File: config.mk
export PLATFORM = sky130hd
export DESIGN_NAME = decimal_to_roman_text_filter_unit
export DESIGN_NICKNAME = d
export VERILOG_FILES = /design/src/rtl/d2r_pkg.sv /design/src/rtl/decimal_to_roman_text_filter_unit.sv /design/src/rtl/d2r_useq.sv /design/src/rtl/d2r_dpath.sv
export SDC_FILE = /design/constraint.sdc
export NUM_CORES = 1
export LEC_CHECK = 0
export BUFFER_PORTS_ARGS = -buffer_cell sky130_fd_sc_hd__buf_2
export CELL_PAD_IN_SITES_DETAIL_PLACEMENT = 2
export CELL_PAD_IN_SITES_GLOBAL_PLACEMENT = 2
export CORE_AREA = 2 2 128 130
export DETAILED_ROUTE_END_ITERATION = 8
export DIE_AREA = 0 0 130 132
export GPL_ROUTABILITY_DRIVEN = 0
export GPL_TIMING_DRIVEN = 0
export PLACE_DENSITY_LB_ADDON = 0.05
export SYNTH_ARGS = -nofsm -noshare
export SYNTH_HDL_FRONTEND = slang
export SYNTH_HIERARCHICAL = 1
export SYNTH_SLANG_ARGS = --single-unit
File: constraint.sdc
create_clock -name i_clk -period 15.8 [get_ports i_clk]
set_input_delay 0 -clock i_clk [delete_from_list [all_inputs] [get_ports i_clk]]
set_output_delay 0 -clock i_clk [all_outputs]
set_load 0.05 [all_outputs]
File: src/rtl/d2r_pkg.sv
// ----------------------------------------------------------------------------
// d2r_pkg: shared types, constants and the microprogram
// Holds the control word layout, the symbol table and the read-only
// program that steps the decimal-to-Roman text filter.
// ----------------------------------------------------------------------------
package d2r_pkg;

    localparam int UADDR_W = 6;

    localparam logic [11:0] ROMAN_MAX = 12'd3999;
    localparam logic [11:0] VALUE_SAT = 12'd4000;

    localparam logic [7:0] CH_ZERO = 8'h30;
    localparam logic [7:0] CH_NINE = 8'h39;
    localparam logic [7:0] CH_M    = 8'h4D;
    localparam logic [7:0] CH_D    = 8'h44;
    localparam logic [7:0] CH_C    = 8'h43;
    localparam logic [7:0] CH_L    = 8'h4C;
    localparam logic [7:0] CH_X    = 8'h58;
    localparam logic [7:0] CH_V    = 8'h56;
    localparam logic [7:0] CH_I    = 8'h49;

    // Symbol indexes, greedy order.
    localparam logic [3:0] SYM_M  = 4'd0;
    localparam logic [3:0] SYM_CM = 4'd1;
    localparam logic [3:0] SYM_D  = 4'd2;
    localparam logic [3:0] SYM_CD = 4'd3;
    localparam logic [3:0] SYM_C  = 4'd4;
    localparam logic [3:0] SYM_XC = 4'd5;
    localparam logic [3:0] SYM_L  = 4'd6;
    localparam logic [3:0] SYM_XL = 4'd7;
    localparam logic [3:0] SYM_X  = 4'd8;
    localparam logic [3:0] SYM_IX = 4'd9;
    localparam logic [3:0] SYM_V  = 4'd10;
    localparam logic [3:0] SYM_IV = 4'd11;
    localparam logic [3:0] SYM_I  = 4'd12;

    // Fixed program addresses.
    localparam logic [UADDR_W-1:0] UA_WAIT  = 6'd0;
    localparam logic [UADDR_W-1:0] UA_FIRST = 6'd1;
    localparam logic [UADDR_W-1:0] UA_ECHO  = 6'd33;

    typedef enum logic [1:0] {
        OP_WAIT,
        OP_TEST,
        OP_EMIT,
        OP_ECHO
    } t_op;

    typedef struct packed {
        t_op                op;
        logic [3:0]         sym;
        logic [7:0]         letter;
        logic               sub;
        logic [UADDR_W-1:0] nxt;
        logic [UADDR_W-1:0] jmp;
    } t_uword;

    typedef struct packed {
        logic take;       // a delimiter item was accepted this cycle
        logic skip;       // pending value is zero or too large
        logic ge;         // pending value >= value of the current symbol
        logic slot_free;  // output register can load this cycle
    } t_stat;

    function automatic logic [11:0] sym_value(input logic [3:0] sym);
        logic [11:0] v;
        unique case (sym)
            SYM_M:   v = 12'd1000;
            SYM_CM:  v = 12'd900;
            SYM_D:   v = 12'd500;
            SYM_CD:  v = 12'd400;
            SYM_C:   v = 12'd100;
            SYM_XC:  v = 12'd90;
            SYM_L:   v = 12'd50;
            SYM_XL:  v = 12'd40;
            SYM_X:   v = 12'd10;
            SYM_IX:  v = 12'd9;
            SYM_V:   v = 12'd5;
            SYM_IV:  v = 12'd4;
            SYM_I:   v = 12'd1;
            default: v = 12'd0;
        endcase
        return v;
    endfunction

    function automatic t_uword mk_test(input logic [3:0] sym,
                                       input logic [UADDR_W-1:0] nxt,
                                       input logic [UADDR_W-1:0] jmp);
        t_uword w;
        w.op     = OP_TEST;
        w.sym    = sym;
        w.letter = 8'h00;
        w.sub    = 1'b0;
        w.nxt    = nxt;
        w.jmp    = jmp;
        return w;
    endfunction

    function automatic t_uword mk_emit(input logic [3:0] sym,
                                       input logic [7:0] letter,
                                       input logic sub,
                                       input logic [UADDR_W-1:0] nxt);
        t_uword w;
        w.op     = OP_EMIT;
        w.sym    = sym;
        w.letter = letter;
        w.sub    = sub;
        w.nxt    = nxt;
        w.jmp    = UA_WAIT;
        return w;
    endfunction

    // Each symbol is a block: a test step, then one or two emit steps.
    // The last emit of a block subtracts and loops back to the block's test.
    function automatic t_uword ucode_word(input logic [UADDR_W-1:0] a);
        t_uword w;
        w = '{op: OP_WAIT, sym: SYM_M, letter: 8'h00, sub: 1'b0,
              nxt: UA_FIRST, jmp: UA_ECHO};
        unique case (a)
            6'd0:    ;
            6'd1:    w = mk_test(SYM_M, 6'd2, 6'd3);
            6'd2:    w = mk_emit(SYM_M, CH_M, 1'b1, 6'd1);
            6'd3:    w = mk_test(SYM_CM, 6'd4, 6'd6);
            6'd4:    w = mk_emit(SYM_CM, CH_C, 1'b0, 6'd5);
            6'd5:    w = mk_emit(SYM_CM, CH_M, 1'b1, 6'd3);
            6'd6:    w = mk_test(SYM_D, 6'd7, 6'd8);
            6'd7:    w = mk_emit(SYM_D, CH_D, 1'b1, 6'd6);
            6'd8:    w = mk_test(SYM_CD, 6'd9, 6'd11);
            6'd9:    w = mk_emit(SYM_CD, CH_C, 1'b0, 6'd10);
            6'd10:   w = mk_emit(SYM_CD, CH_D, 1'b1, 6'd8);
            6'd11:   w = mk_test(SYM_C, 6'd12, 6'd13);
            6'd12:   w = mk_emit(SYM_C, CH_C, 1'b1, 6'd11);
            6'd13:   w = mk_test(SYM_XC, 6'd14, 6'd16);
            6'd14:   w = mk_emit(SYM_XC, CH_X, 1'b0, 6'd15);
            6'd15:   w = mk_emit(SYM_XC, CH_C, 1'b1, 6'd13);
            6'd16:   w = mk_test(SYM_L, 6'd17, 6'd18);
            6'd17:   w = mk_emit(SYM_L, CH_L, 1'b1, 6'd16);
            6'd18:   w = mk_test(SYM_XL, 6'd19, 6'd21);
            6'd19:   w = mk_emit(SYM_XL, CH_X, 1'b0, 6'd20);
            6'd20:   w = mk_emit(SYM_XL, CH_L, 1'b1, 6'd18);
            6'd21:   w = mk_test(SYM_X, 6'd22, 6'd23);
            6'd22:   w = mk_emit(SYM_X, CH_X, 1'b1, 6'd21);
            6'd23:   w = mk_test(SYM_IX, 6'd24, 6'd26);
            6'd24:   w = mk_emit(SYM_IX, CH_I, 1'b0, 6'd25);
            6'd25:   w = mk_emit(SYM_IX, CH_X, 1'b1, 6'd23);
            6'd26:   w = mk_test(SYM_V, 6'd27, 6'd28);
            6'd27:   w = mk_emit(SYM_V, CH_V, 1'b1, 6'd26);
            6'd28:   w = mk_test(SYM_IV, 6'd29, 6'd31);
            6'd29:   w = mk_emit(SYM_IV, CH_I, 1'b0, 6'd30);
            6'd30:   w = mk_emit(SYM_IV, CH_V, 1'b1, 6'd28);
            6'd31:   w = mk_test(SYM_I, 6'd32, UA_ECHO);
            6'd32:   w = mk_emit(SYM_I, CH_I, 1'b1, 6'd31);
            6'd33:   w = '{op: OP_ECHO, sym: SYM_I, letter: 8'h00, sub: 1'b0,
                           nxt: UA_WAIT, jmp: UA_WAIT};
            default: ;
        endcase
        return w;
    endfunction

endpackage

File: src/rtl/decimal_to_roman_text_filter_unit.sv
// ----------------------------------------------------------------------------
// decimal_to_roman_text_filter_unit: decimal-to-Roman text filter
// Rewrites decimal numbers in a byte stream as Roman numerals.
// ----------------------------------------------------------------------------
// Usage:
// The input channel (i_in_valid / o_in_ready / i_text_byte) takes one text
// byte per item. Digit items are absorbed without leaving the wait step and
// build a pending value that saturates at 4000; they produce no output.
// A non-digit item starts the microprogram: it emits the pending value as
// Roman letters, then echoes the byte itself with o_last_of_run set. When
// the pending value is above 3999 no letters are sent and the echo carries
// o_too_large. A zero value gives the echo alone.
// Timing: one program step per cycle while the output register can load;
// emit and echo steps hold while it is full. No item is taken until the
// echo step of the current delimiter is done. A zero or too-large value
// goes from the wait step straight to the echo step. Otherwise the program
// runs one test step per symbol, one extra test per symbol use, one step
// per letter and one echo step. The first letter follows the symbol tests
// that fail before the first match.
// Reset (synchronous, active low) clears the pending value, empties the
// output register and returns the step counter to the wait step.
// When the receiver stalls, the current emit or echo step holds until the output
// register frees up; no item is lost and input stays blocked meanwhile.
// ----------------------------------------------------------------------------
module decimal_to_roman_text_filter_unit (
    input  logic       i_clk,
    input  logic       i_rst_n,
    input  logic       i_in_valid,
    output logic       o_in_ready,
    input  logic [7:0] i_text_byte,
    output logic       o_out_valid,
    input  logic       i_out_ready,
    output logic [7:0] o_out_byte,
    output logic       o_last_of_run,
    output logic       o_too_large
);
    import d2r_pkg::*;

    // Control word of the current step, and status for the jump decisions.
    t_uword w_uword;
    t_stat  w_stat;

    d2r_useq u_useq (
        .i_clk   (i_clk),
        .i_rst_n (i_rst_n),
        .i_stat  (w_stat),
        .o_uword (w_uword)
    );

    d2r_dpath u_dpath (
        .i_clk         (i_clk),
        .i_rst_n       (i_rst_n),
        .i_uword       (w_uword),
        .o_stat        (w_stat),
        .i_in_valid    (i_in_valid),
        .o_in_ready    (o_in_ready),
        .i_text_byte   (i_text_byte),
        .o_out_valid   (o_out_valid),
        .i_out_ready   (i_out_ready),
        .o_out_byte    (o_out_byte),
        .o_last_of_run (o_last_of_run),
        .o_too_large   (o_too_large)
    );

endmodule

File: src/rtl/d2r_useq.sv
// ----------------------------------------------------------------------------
// d2r_useq: microprogram sequencer
// Step counter over the program table with conditional jumps on the
// datapath status.
// ----------------------------------------------------------------------------
module d2r_useq (
    input  logic            i_clk,
    input  logic            i_rst_n,
    input  d2r_pkg::t_stat  i_stat,
    output d2r_pkg::t_uword o_uword
);
    import d2r_pkg::*;

    logic [UADDR_W-1:0] r_pc;
    logic [UADDR_W-1:0] n_pc;
    t_uword             w_word;

    assign w_word  = ucode_word(r_pc);
    assign o_uword = w_word;

    always_comb begin
        n_pc = r_pc;
        unique case (w_word.op)
            OP_WAIT: begin
                if (i_stat.take) begin
                    n_pc = i_stat.skip ? w_word.jmp : w_word.nxt;
                end
            end
            OP_TEST: begin
                n_pc = i_stat.ge ? w_word.nxt : w_word.jmp;
            end
            OP_EMIT, OP_ECHO: begin
                if (i_stat.slot_free) begin
                    n_pc = w_word.nxt;
                end
            end
            default: n_pc = UA_WAIT;
        endcase
    end

    always_ff @(posedge i_clk) begin
        if (!i_rst_n) begin
            r_pc <= UA_WAIT;
        end else begin
            r_pc <= n_pc;
        end
    end

endmodule

File: src/rtl/d2r_dpath.sv
// ----------------------------------------------------------------------------
// d2r_dpath: value accumulator, compare/subtract unit and output register
// Carries out the control word of the current step.
// ----------------------------------------------------------------------------
module d2r_dpath (
    input  logic            i_clk,
    input  logic            i_rst_n,
    input  d2r_pkg::t_uword i_uword,
    output d2r_pkg::t_stat  o_stat,
    input  logic            i_in_valid,
    output logic            o_in_ready,
    input  logic [7:0]      i_text_byte,
    output logic            o_out_valid,
    input  logic            i_out_ready,
    output logic [7:0]      o_out_byte,
    output logic            o_last_of_run,
    output logic            o_too_large
);
    import d2r_pkg::*;

    logic [11:0] r_value;
    logic [7:0]  r_byte;
    logic        r_big;
    logic        r_out_valid;
    logic [7:0]  r_out_byte;
    logic        r_out_last;
    logic        r_out_big;

    logic        w_accept;
    logic        w_digit;
    logic [15:0] w_scaled;
    logic [11:0] w_symval;
    logic        w_slot_free;
    logic        w_load_emit;
    logic        w_load_echo;

    assign o_in_ready  = (i_uword.op == OP_WAIT);
    assign w_accept    = i_in_valid && o_in_ready;
    assign w_digit     = (i_text_byte >= CH_ZERO) && (i_text_byte <= CH_NINE);
    assign w_scaled    = {1'b0, r_value, 3'b000} + {3'b000, r_value, 1'b0}
                       + {12'd0, i_text_byte[3:0]};
    assign w_symval    = sym_value(i_uword.sym);
    assign w_slot_free = !r_out_valid || i_out_ready;
    assign w_load_emit = (i_uword.op == OP_EMIT) && w_slot_free;
    assign w_load_echo = (i_uword.op == OP_ECHO) && w_slot_free;

    assign o_stat.take      = w_accept && !w_digit;
    assign o_stat.skip      = (r_value > ROMAN_MAX) || (r_value == 12'd0);
    assign o_stat.ge        = (r_value >= w_symval);
    assign o_stat.slot_free = w_slot_free;

    always_ff @(posedge i_clk) begin
        if (!i_rst_n) begin
            r_value <= 12'd0;
        end else if (w_accept && w_digit) begin
            r_value <= (w_scaled > {4'd0, VALUE_SAT}) ? VALUE_SAT : w_scaled[11:0];
        end else if (w_load_emit && i_uword.sub) begin
            r_value <= r_value - w_symval;
        end else if (w_load_echo) begin
            r_value <= 12'd0;
        end
    end

    always_ff @(posedge i_clk) begin
        if (w_accept && !w_digit) begin
            r_byte <= i_text_byte;
            r_big  <= (r_value > ROMAN_MAX);
        end
    end

    always_ff @(posedge i_clk) begin
        if (!i_rst_n) begin
            r_out_valid <= 1'b0;
        end else if (w_load_emit || w_load_echo) begin
            r_out_valid <= 1'b1;
        end else if (i_out_ready) begin
            r_out_valid <= 1'b0;
        end
    end

    always_ff @(posedge i_clk) begin
        if (w_load_emit) begin
            r_out_byte <= i_uword.letter;
            r_out_last <= 1'b0;
            r_out_big  <= 1'b0;
        end else if (w_load_echo) begin
            r_out_byte <= r_byte;
            r_out_last <= 1'b1;
            r_out_big  <= r_big;
        end
    end

    assign o_out_valid   = r_out_valid;
    assign o_out_byte    = r_out_byte;
    assign o_last_of_run = r_out_last;
    assign o_too_large   = r_out_big;

endmodule

# Word level (Yosys, flattened, before mapping)
# Memory sizes are Yosys's and may differ from the RTL's.
# Cells that the tools add are included.
# Widths: inputs -> output; s select.
# word_totals
ff_bits	38
mem_bits_ro	160
in_bits	12
elab_cells	88
mem_count	1
# memory_table
memory	depth	word_bits	rd	rd_ports_with_merged_regs	write_ports	line_no	source
(name not given)	16	10	1	0	0	d2r_pkg.sv:68	unique case (sym)
# classes
n_addsub	3
n_lt_le_gt_ge	5
n_eq_ne	38
n_mux	14
n_reduce_logical	19
# op_table
operator	count
$pmux 27 s33	1
$eq 6x5->1 const B	16
$eq 6x4->1 const B	8
$mux 12	4
$eq 6x3->1 const B	4
$mux 6	4
$pmux 6 s3	1
$add 15x13->16	1
$add 16x4->16	1
$gt 16x12->1 const B	1
$mux 8	2
$eq 6x2->1 const B	2
$eq 6x6->1 const B	2
$ge 12x12->1	1
$gt 12x12->1 const B	1
$logic_not 12->1	1
$sub 12x12->12	1
$ge 8x6->1 const B	1
$le 8x6->1 const B	1
$logic_and 1x1->1	7
$eq 6x1->1 const B	1
$eq 2x2->1 const B	2
$ne 2x1->1 const B	2
$reduce_bool 2->1	2
8 further kinds	12

# Depth between registers and ports, before layout
# Gate-level depths: netlist of run 1.
# logic_depth
ltp_word	7
ltp_mapped	24
depth_no_buf	20

# Hierarchy
# The synthesis of run 1 kept the hierarchy.
# modules_own_cells
module	instances	cells_per_inst	area_each_um2
d2r_dpath	1	324	2921.6
d2r_useq	1	275	1736.7

# Least setup slack after synthesis of run 1
# No wires, ideal clock.
# synth_timing
kind	register -> register
from	reg u_useq.r_pc[4]
to	reg u_useq.r_pc[2]
setup_time_ns	0.124
arrival_time_ns	5.081
required_time_ns	15.676
slack_ns	10.595
stages_incl_launch_ff	23
synth_period_minus_slack_ns	5.205
cell_sequence	dfxtp_1 > buf_4 > buf_4 > buf_4 > buf_2 > buf_2 > nor2_1 > a2111oi_0 > inv_1 > ha_1 > mux2i_1 > nor2_1 > ha_1 > inv_1 > fa_1 > a21o_1 > a221oi_1 > o21ai_0 > a221oi_1 > nand3_1 > o31ai_1 > mux2i_1 > a21oi_1
# synth_lines
item	line_no	source
from (decl)	d2r_useq.sv:14	logic [UADDR_W-1:0] r_pc;
from (signal assigned)	d2r_useq.sv:45	r_pc <= n_pc;

==> summary.txt, run 1 <==
Status
  – Status: finished, final reports clean

Power and ir drop
  – VDD IR max: 0.0593 mV
  – Pwr dens: around 210 nW/um^2
  – P_leak: around 0.0021 uW
  – Total power: roughly 1100 uW

CTS
  – CTS tree: yes
  – Worst-Skew Late Latency: between 0.2 and 0.3 ns
  – H-tree Lvls: 2
  – Root buffer cell: clkbuf_16
  – Clock buffer depth: 2
  – CTS buffer count: 5
  – CTS Sinks: 38
  – Setup bufs post-CTS: 0
  – CTS clk-pin slew, worst paths: approximately 0.06 ns

STA
  – Fin crit period: approximately 6.5 ns
  – Final setup viols: 0
  – Fin Clk Skew: ~0.0072 ns
  – Max Slew Vio Count: 0
  – Fin Setup TNS: 0 ns
  – Number of hold violations in the final report: 0
  – Slew HR: between 20% and 30%
  – RSZ-0062 raised after global routing: false
  – Period utilization: 41.1%
  – Slew @ Worst Pin: about 1.1 ns
  – Max Clock Freq: approximately 150 MHz

Placement
  – Buffers on Ports: 23
  – DP Cell Count: 824
  – Hpwl dp: roughly 14000 um
  – Placed Area: between 4000 and 5000 sq um

Min path
  – Hold_sp: i_rst_n
  – Hold path cells: 2
  – Hold Path End: u_useq/r_pc[5]
  – HP Class: in -> reg

Cells and area
  – Area of the multi-input gates: roughly 3300 sq um
  – Layout Utilization: between 30% and 40%
  – Final net count: between 600 and 700
  – Non-filler instance count after layout: between 800 and 900
  – Antenna Cells: 0
  – Layout filler cell count: approximately 1800
  – Post-route cell area: ~5300 sq um
  – Share of cells above drive strength 1: roughly 16%
  – Syn-to-layout area delta: 14.7%
  – Reg area: about 930 sq um

Global routing
  – Antenna violations before repair: 0
  – First-pass GRT wire length: slightly below 30000 um
  – Vias in the first global route: 5117
  – Overflow after GRT: 0
  – GR Util All Layers: a little over a fifth
  – Largest net degree at the start of global routing: 14

Die
  – Full die area: ~17000 sq um
  – Die X: 130 um
  – Die height: around 130 um
  – Core region area: about 16000 sq um
  – Rows: 46
  – # IOs: 24
  – Initial core utilization: 29.2%

Drt
  – Routed vias: between 4000 and 5000
  – Post-route DRC: 0
  – Vias/cell: between 5 and 6
  – Routed wire per std cell: around 22 um
  – DR iter-0 viols: around 240
  – Drt first pass iters: 5
  – Routed WL: ~18000 um
  – Final ANT Viol Nets: 0

Worst setup path
  – R2R depth: 17
  – Worst Path Buf+Inv: 5
  – CP max stage cell: o21ai_0
  – Reg2Reg Launch Point: u_useq/r_pc[3]
  – Crit path DAT: 6.71 ns
  – Crit Path Max Fanout: 10
  – Critical-path cell list: buf_2 > buf_2 > buf_2 > buf_1 > o21ai_0 > o21ai_0 > clkbuf_1 > a21oi_1 > fa_1 > a21o_1 > a221oi_1 > o21ai_0 > a221oi_1 > nand3_1 > or3_1 > a21oi_1 > o31a_1
  – CP Capture Type: register
  – Startpoint types: register
  – Critical path's largest stage delay: about 0.7 ns
  – Top delay family on crit path: compound AO/OA/AOI/OAI gates
  – Kind of critical path: reg -> reg
  – R2R Path End: u_useq/r_pc[1]
  – R2R setup slack: roughly 9.3 ns
  – Worst Path Required: 16.02 ns

Run
  – Max Cap Viol: 0

Logic synthesis
  – Syn_area_per_cell: between 7 and 8 sq um
  – Cell Area, Synth: approximately 4600 sq um
  – Cell count after synthesis: 584
  – Ys Warns: 6
[final cells by class]
cell class              instances  share of cell area, %
clock inverters                 3                   1.31
plain buffers                  39                   4.71
well taps                     216                   5.14
inverters                      20                   1.43
flip-flops and latches         38                   17.7
repair buffers                 32                   3.81
clock buffers                   5                   2.38
multi-input cells             488                   63.5
[flip-flops by register name, summed over array words and instances, names as in the netlist]
register	flops
u_dpath/r_value	12
u_dpath/o_out_byte	8
u_dpath/r_byte	8
u_useq/r_pc	6
u_dpath/o_last_of_run	1
u_dpath/o_out_valid	1
u_dpath/o_too_large	1
u_dpath/r_big	1
[cells in the final DEF (no fill, tap or decap), types with 9 or more instances in the layout]
| cell type | n |
|---|---|
| o21ai_0 | 41 |
| edfxtp_1 | 17 |
| dfxtp_1 | 21 |
| nand2_1 | 44 |
| buf_2 | 40 |
| nor3_1 | 11 |
| ha_1 | 36 |
| nand2b_1 | 14 |
| mux2_2 | 11 |
| xor2_1 | 9 |
| a21oi_1 | 50 |
| a31oi_1 | 9 |
| nor2b_1 | 22 |
| o21ai_1 | 15 |
| nand3_1 | 9 |
| nor2_1 | 49 |
| inv_1 | 19 |
[through the flow]
step | setup WS (ns) | hold slack [ns]
after CTS | 8.34 | 0.0828
final | 9.31 | 0.0877
after global placement | 8.64 | 0.195
after floorplan | 10.60 | 0.0989
after global routing | 8.78 | 0.0988
after detailed placement | 8.42 | 0.194
[how the worst max path moves through the flow]
stage / startpoint / to / cells after the start
finish: u_useq/r_pc[3] / u_useq/r_pc[1] / 17
floorplan: u_useq/r_pc[4] / u_useq/r_pc[2] / 22
global route: u_useq/r_pc[2] / u_useq/r_pc[1] / 22
detailed placement: u_useq/r_pc[2] / u_useq/r_pc[1] / 21
global placement: u_useq/r_pc[2] / u_useq/r_pc[1] / 21
CTS: u_useq/r_pc[2] / u_useq/r_pc[1] / 21
[power by group]
| group | internal (uW) | leakage [uW] | switching [uW] |
|---|---|---|---|
| sequential | 148 | 0.000332 | 21.7 |
| clock | 90.8 | 0.0000940 | 43.1 |
| combinational | 286 | 0.00169 | 533 |
[what timing repair did]
| item | 4_1_cts | 5_1_grt |
|---|---|---|
| hold buffers | 8 | 0 |
| endpoints found under the hold margin | 8 | 0 |
| endpoints found under the setup margin | 0 | 0 |
| gates resized for setup | 0 | 0 |
[layer usage]
metal	up-vias	part of all wire, %	GRT usage [%]
li1	2281	-	-
met1	2406	46	28.6
met2	93	48	36.6
met3	28	3.3	2.11
met4	0	2.7	6.51
met5	-	0	0
(Power assumes the default switching activity.)
==> run 2, diff against run 1 <==
==> constraint.sdc (replaced) <==
create_clock -name i_clk -period 6.15 [get_ports i_clk]
set_input_delay 0 -clock i_clk [delete_from_list [all_inputs] [get_ports i_clk]]
set_output_delay 0 -clock i_clk [all_outputs]
set_load 0.05 [all_outputs]
==> run 2 against run 1 <==
Wire length rose by 0.94%; via count increased by 0.64%; sequential share of layout area is 0.23 points lower; first-iteration DRC count is 6.6% lower; power rose to 2.6 times the previous value; combinational power grew to 2.6 times the previous value; non-clock buffer count up 2; setup slack worse by 9.0 ns; core utilization increased by 0.45 points; final cell count rose by 0.24%; final area increased by 1.3%; largest power group unchanged.
==> summary.txt, run 2 (synthesized netlist as in run 1, its figures left out) <==
STA
  – Number of hold violations in the final report: 0 (unchanged)
  – Slew @ Worst Pin: 1.16 ns (+0.0136 ns)
  – Final setup viols: 0 (unchanged)
  – Fin crit period: 5.83 ns (-0.654 ns)
  – Max Slew Vio Count: 0 (unchanged)
  – Max Clock Freq: 171 MHz (+11%)
  – Period utilization: 94.9% (+54 points)
  – RSZ-0062 raised after global routing: false
  – Final hold slack: 0.0903 ns (+0.00260 ns)
  – Fin Clk Skew: 0.00740 ns (+0.000248 ns)
  – Slew HR: 22.7% (-0.91 points)

Drt
  – Final ANT Viol Nets: 0 (unchanged)
  – Drt first pass iters: 4 (-1)
  – Routed WL: 18500 um (+0.94%)
  – Routed vias: 4839 (+0.64%)
  – Routed wire per std cell: 21.9 um (+0.70%)
  – Post-route DRC: 0 (unchanged)
  – Vias/cell: 5.74 (+0.41%)
  – DR iter-0 viols: 227 (-6.6%)

Worst setup path
  – Crit Path Max Fanout: 10 (unchanged)
  – Critical-path cell list: buf_4 > buf_4 > buf_4 > buf_2 > buf_2 > nor2_1 > a2111oi_4 > inv_1 > ha_1 > mux2i_1 > nor2_1 > ha_1 > inv_1 > fa_1 > a21o_1 > a221oi_2 > o21ai_0 > a221oi_2 > buf_4 > nand3_4 > or3_1 > a21oi_1 > o31a_1
  – Crit path DAT: 6.05 ns (-0.66 ns)
  – Critical path's largest stage delay: 0.42 ns (-0.29 ns)
  – Worst Path Required: 6.37 ns (-9.65 ns)
  – Top cell by count, worst path: buf_4
  – Kind of critical path: reg -> reg
  – Top delay family on crit path: compound AO/OA/AOI/OAI gates
  – CP max stage cell: a2111oi_4
  – Worst Path Buf+Inv: 8 (+3)
  – CP Capture Type: register
  – R2R setup slack: 0.32 ns (-9.00 ns)
  – Startpoint types: register

Status
  – Status: finished, final reports clean

CTS
  – CTS Sinks: 38 (unchanged)
  – Worst-Skew Late Latency: 0.29 ns (about the same)
  – Root buffer cell: clkbuf_16
  – CTS tree: yes
  – CTS buffer count: 5 (unchanged)
  – H-tree Lvls: 2 (unchanged)
  – CTS clk-pin slew, worst paths: 0.06 ns (about the same)
  – Clock buffer depth: 2 (unchanged)

Cells and area
  – Number of flip-flops in the largest register: 12 (unchanged)
  – Non-filler instance count after layout: 843 (+0.24%)
  – Largest Register: u_dpath/r_value
  – Final net count: 677 (+0.30%)
  – Share of cells above drive strength 1: 17.2% (+1.2 points)
  – Antenna Cells: 0 (unchanged)
  – Syn-to-layout area delta: 16.3%
  – Most frequent cells in the layout: 49 x nor2_1, 49 x a21oi_1, 44 x nand2_1, 40 x o21ai_0, 38 x buf_2
  – Layout Utilization: 33.9% (+0.45 points)

Min path
  – HP Class: in -> reg

Die
  – Core region area: 15700 sq um (unchanged)
  – Die height: 132 um (unchanged)
  – Rows: 46 (unchanged)
  – # IOs: 24 (unchanged)
  – Initial core utilization: 29.2% (unchanged)
  – Full die area: 17200 sq um (unchanged)
  – Die X: 130 um (unchanged)

Power and ir drop
  – Pwr dens: 551 nW/um^2 (+160%)
  – VDD IR max: 0.153 mV (+160%)
  – P_leak: 0.00214 uW (+1.3%)

Global routing
  – First-pass GRT wire length: 28900 um (+0.48%)
  – GR Util All Layers: 21.6% (+0.092 points)
  – Vias in the first global route: 5141 (+0.47%)
  – Largest net degree at the start of global routing: 14 (unchanged)
  – Antenna violations before repair: 0 (unchanged)
  – Overflow after GRT: 0 (unchanged)

Placement
  – Buffers on Ports: 23 (unchanged)
  – Hpwl dp: 14400 um (unchanged)
  – DP Cell Count: 824 (unchanged)

Run
  – Max Cap Viol: 0 (unchanged)
run 2: worst paths after layout:
path	from	end	cells after the start
setup / recovery	u_useq/r_pc[4]	u_useq/r_pc[1]	23
hold / removal	i_rst_n	u_useq/r_pc[5]	2
setup reg to reg	u_useq/r_pc[4]	u_useq/r_pc[1]	23
hold reg to reg	u_dpath/o_too_large	u_dpath/o_too_large	2
run 2: metrics by stage:
stage	cell area, sq um	total power [uW]	TNS (ns)	setup WS, ns
floorplan	4590	1930	0	0.945
global placement	4970	2490	-4.36	-1.01
detailed placement	4980	2540	-5.78	-1.23
CTS	5300	2930	0	0.00941
global route	5330	3160	0	0.0637
finish	5330	2940	0	0.316
run 2: final cells by class:
type / instances / area, sq um
Buffer: 39 / 254
Timing Repair Buffer: 34 / 218
Fill cell: 1812 / 10400
Clock inverter: 3 / 68.8
Inverter: 20 / 75.1
Multi-Input combinational cell: 488 / 3390
Clock buffer: 5 / 125
Sequential cell: 38 / 931
Tap cell: 216 / 270
run 2: report_power, final:
group	total [uW]	internal, uW	leakage, uW	switching [uW]
clock	344	233	0.0000940	111
sequential	436	380	0.000332	55.9
combinational	2160	753	0.00172	1400
total	2940	1370	0.00214	1570
run 2: layer usage:
metal / vias up / track usage [%] / part of all wire, %
met5: - / 0 / 0
li1: 2284 / - / -
met4: 0 / 6.21 / 2.5
met3: 28 / 2.11 / 3.2
met1: 2434 / 28.8 / 46
met2: 93 / 36.9 / 49
run 2: timing repair:
| item | 4_1_cts | 5_1_grt |
|---|---|---|
| hold buffers | 8 | 0 |
| setup buffers | 1 | 2 |
| resized for setup | 7 | 5 |
| endpoints found under the setup margin | 7 | 5 |
| pin swaps | 3 | 3 |
| endpoints found under the hold margin | 8 | 0 |
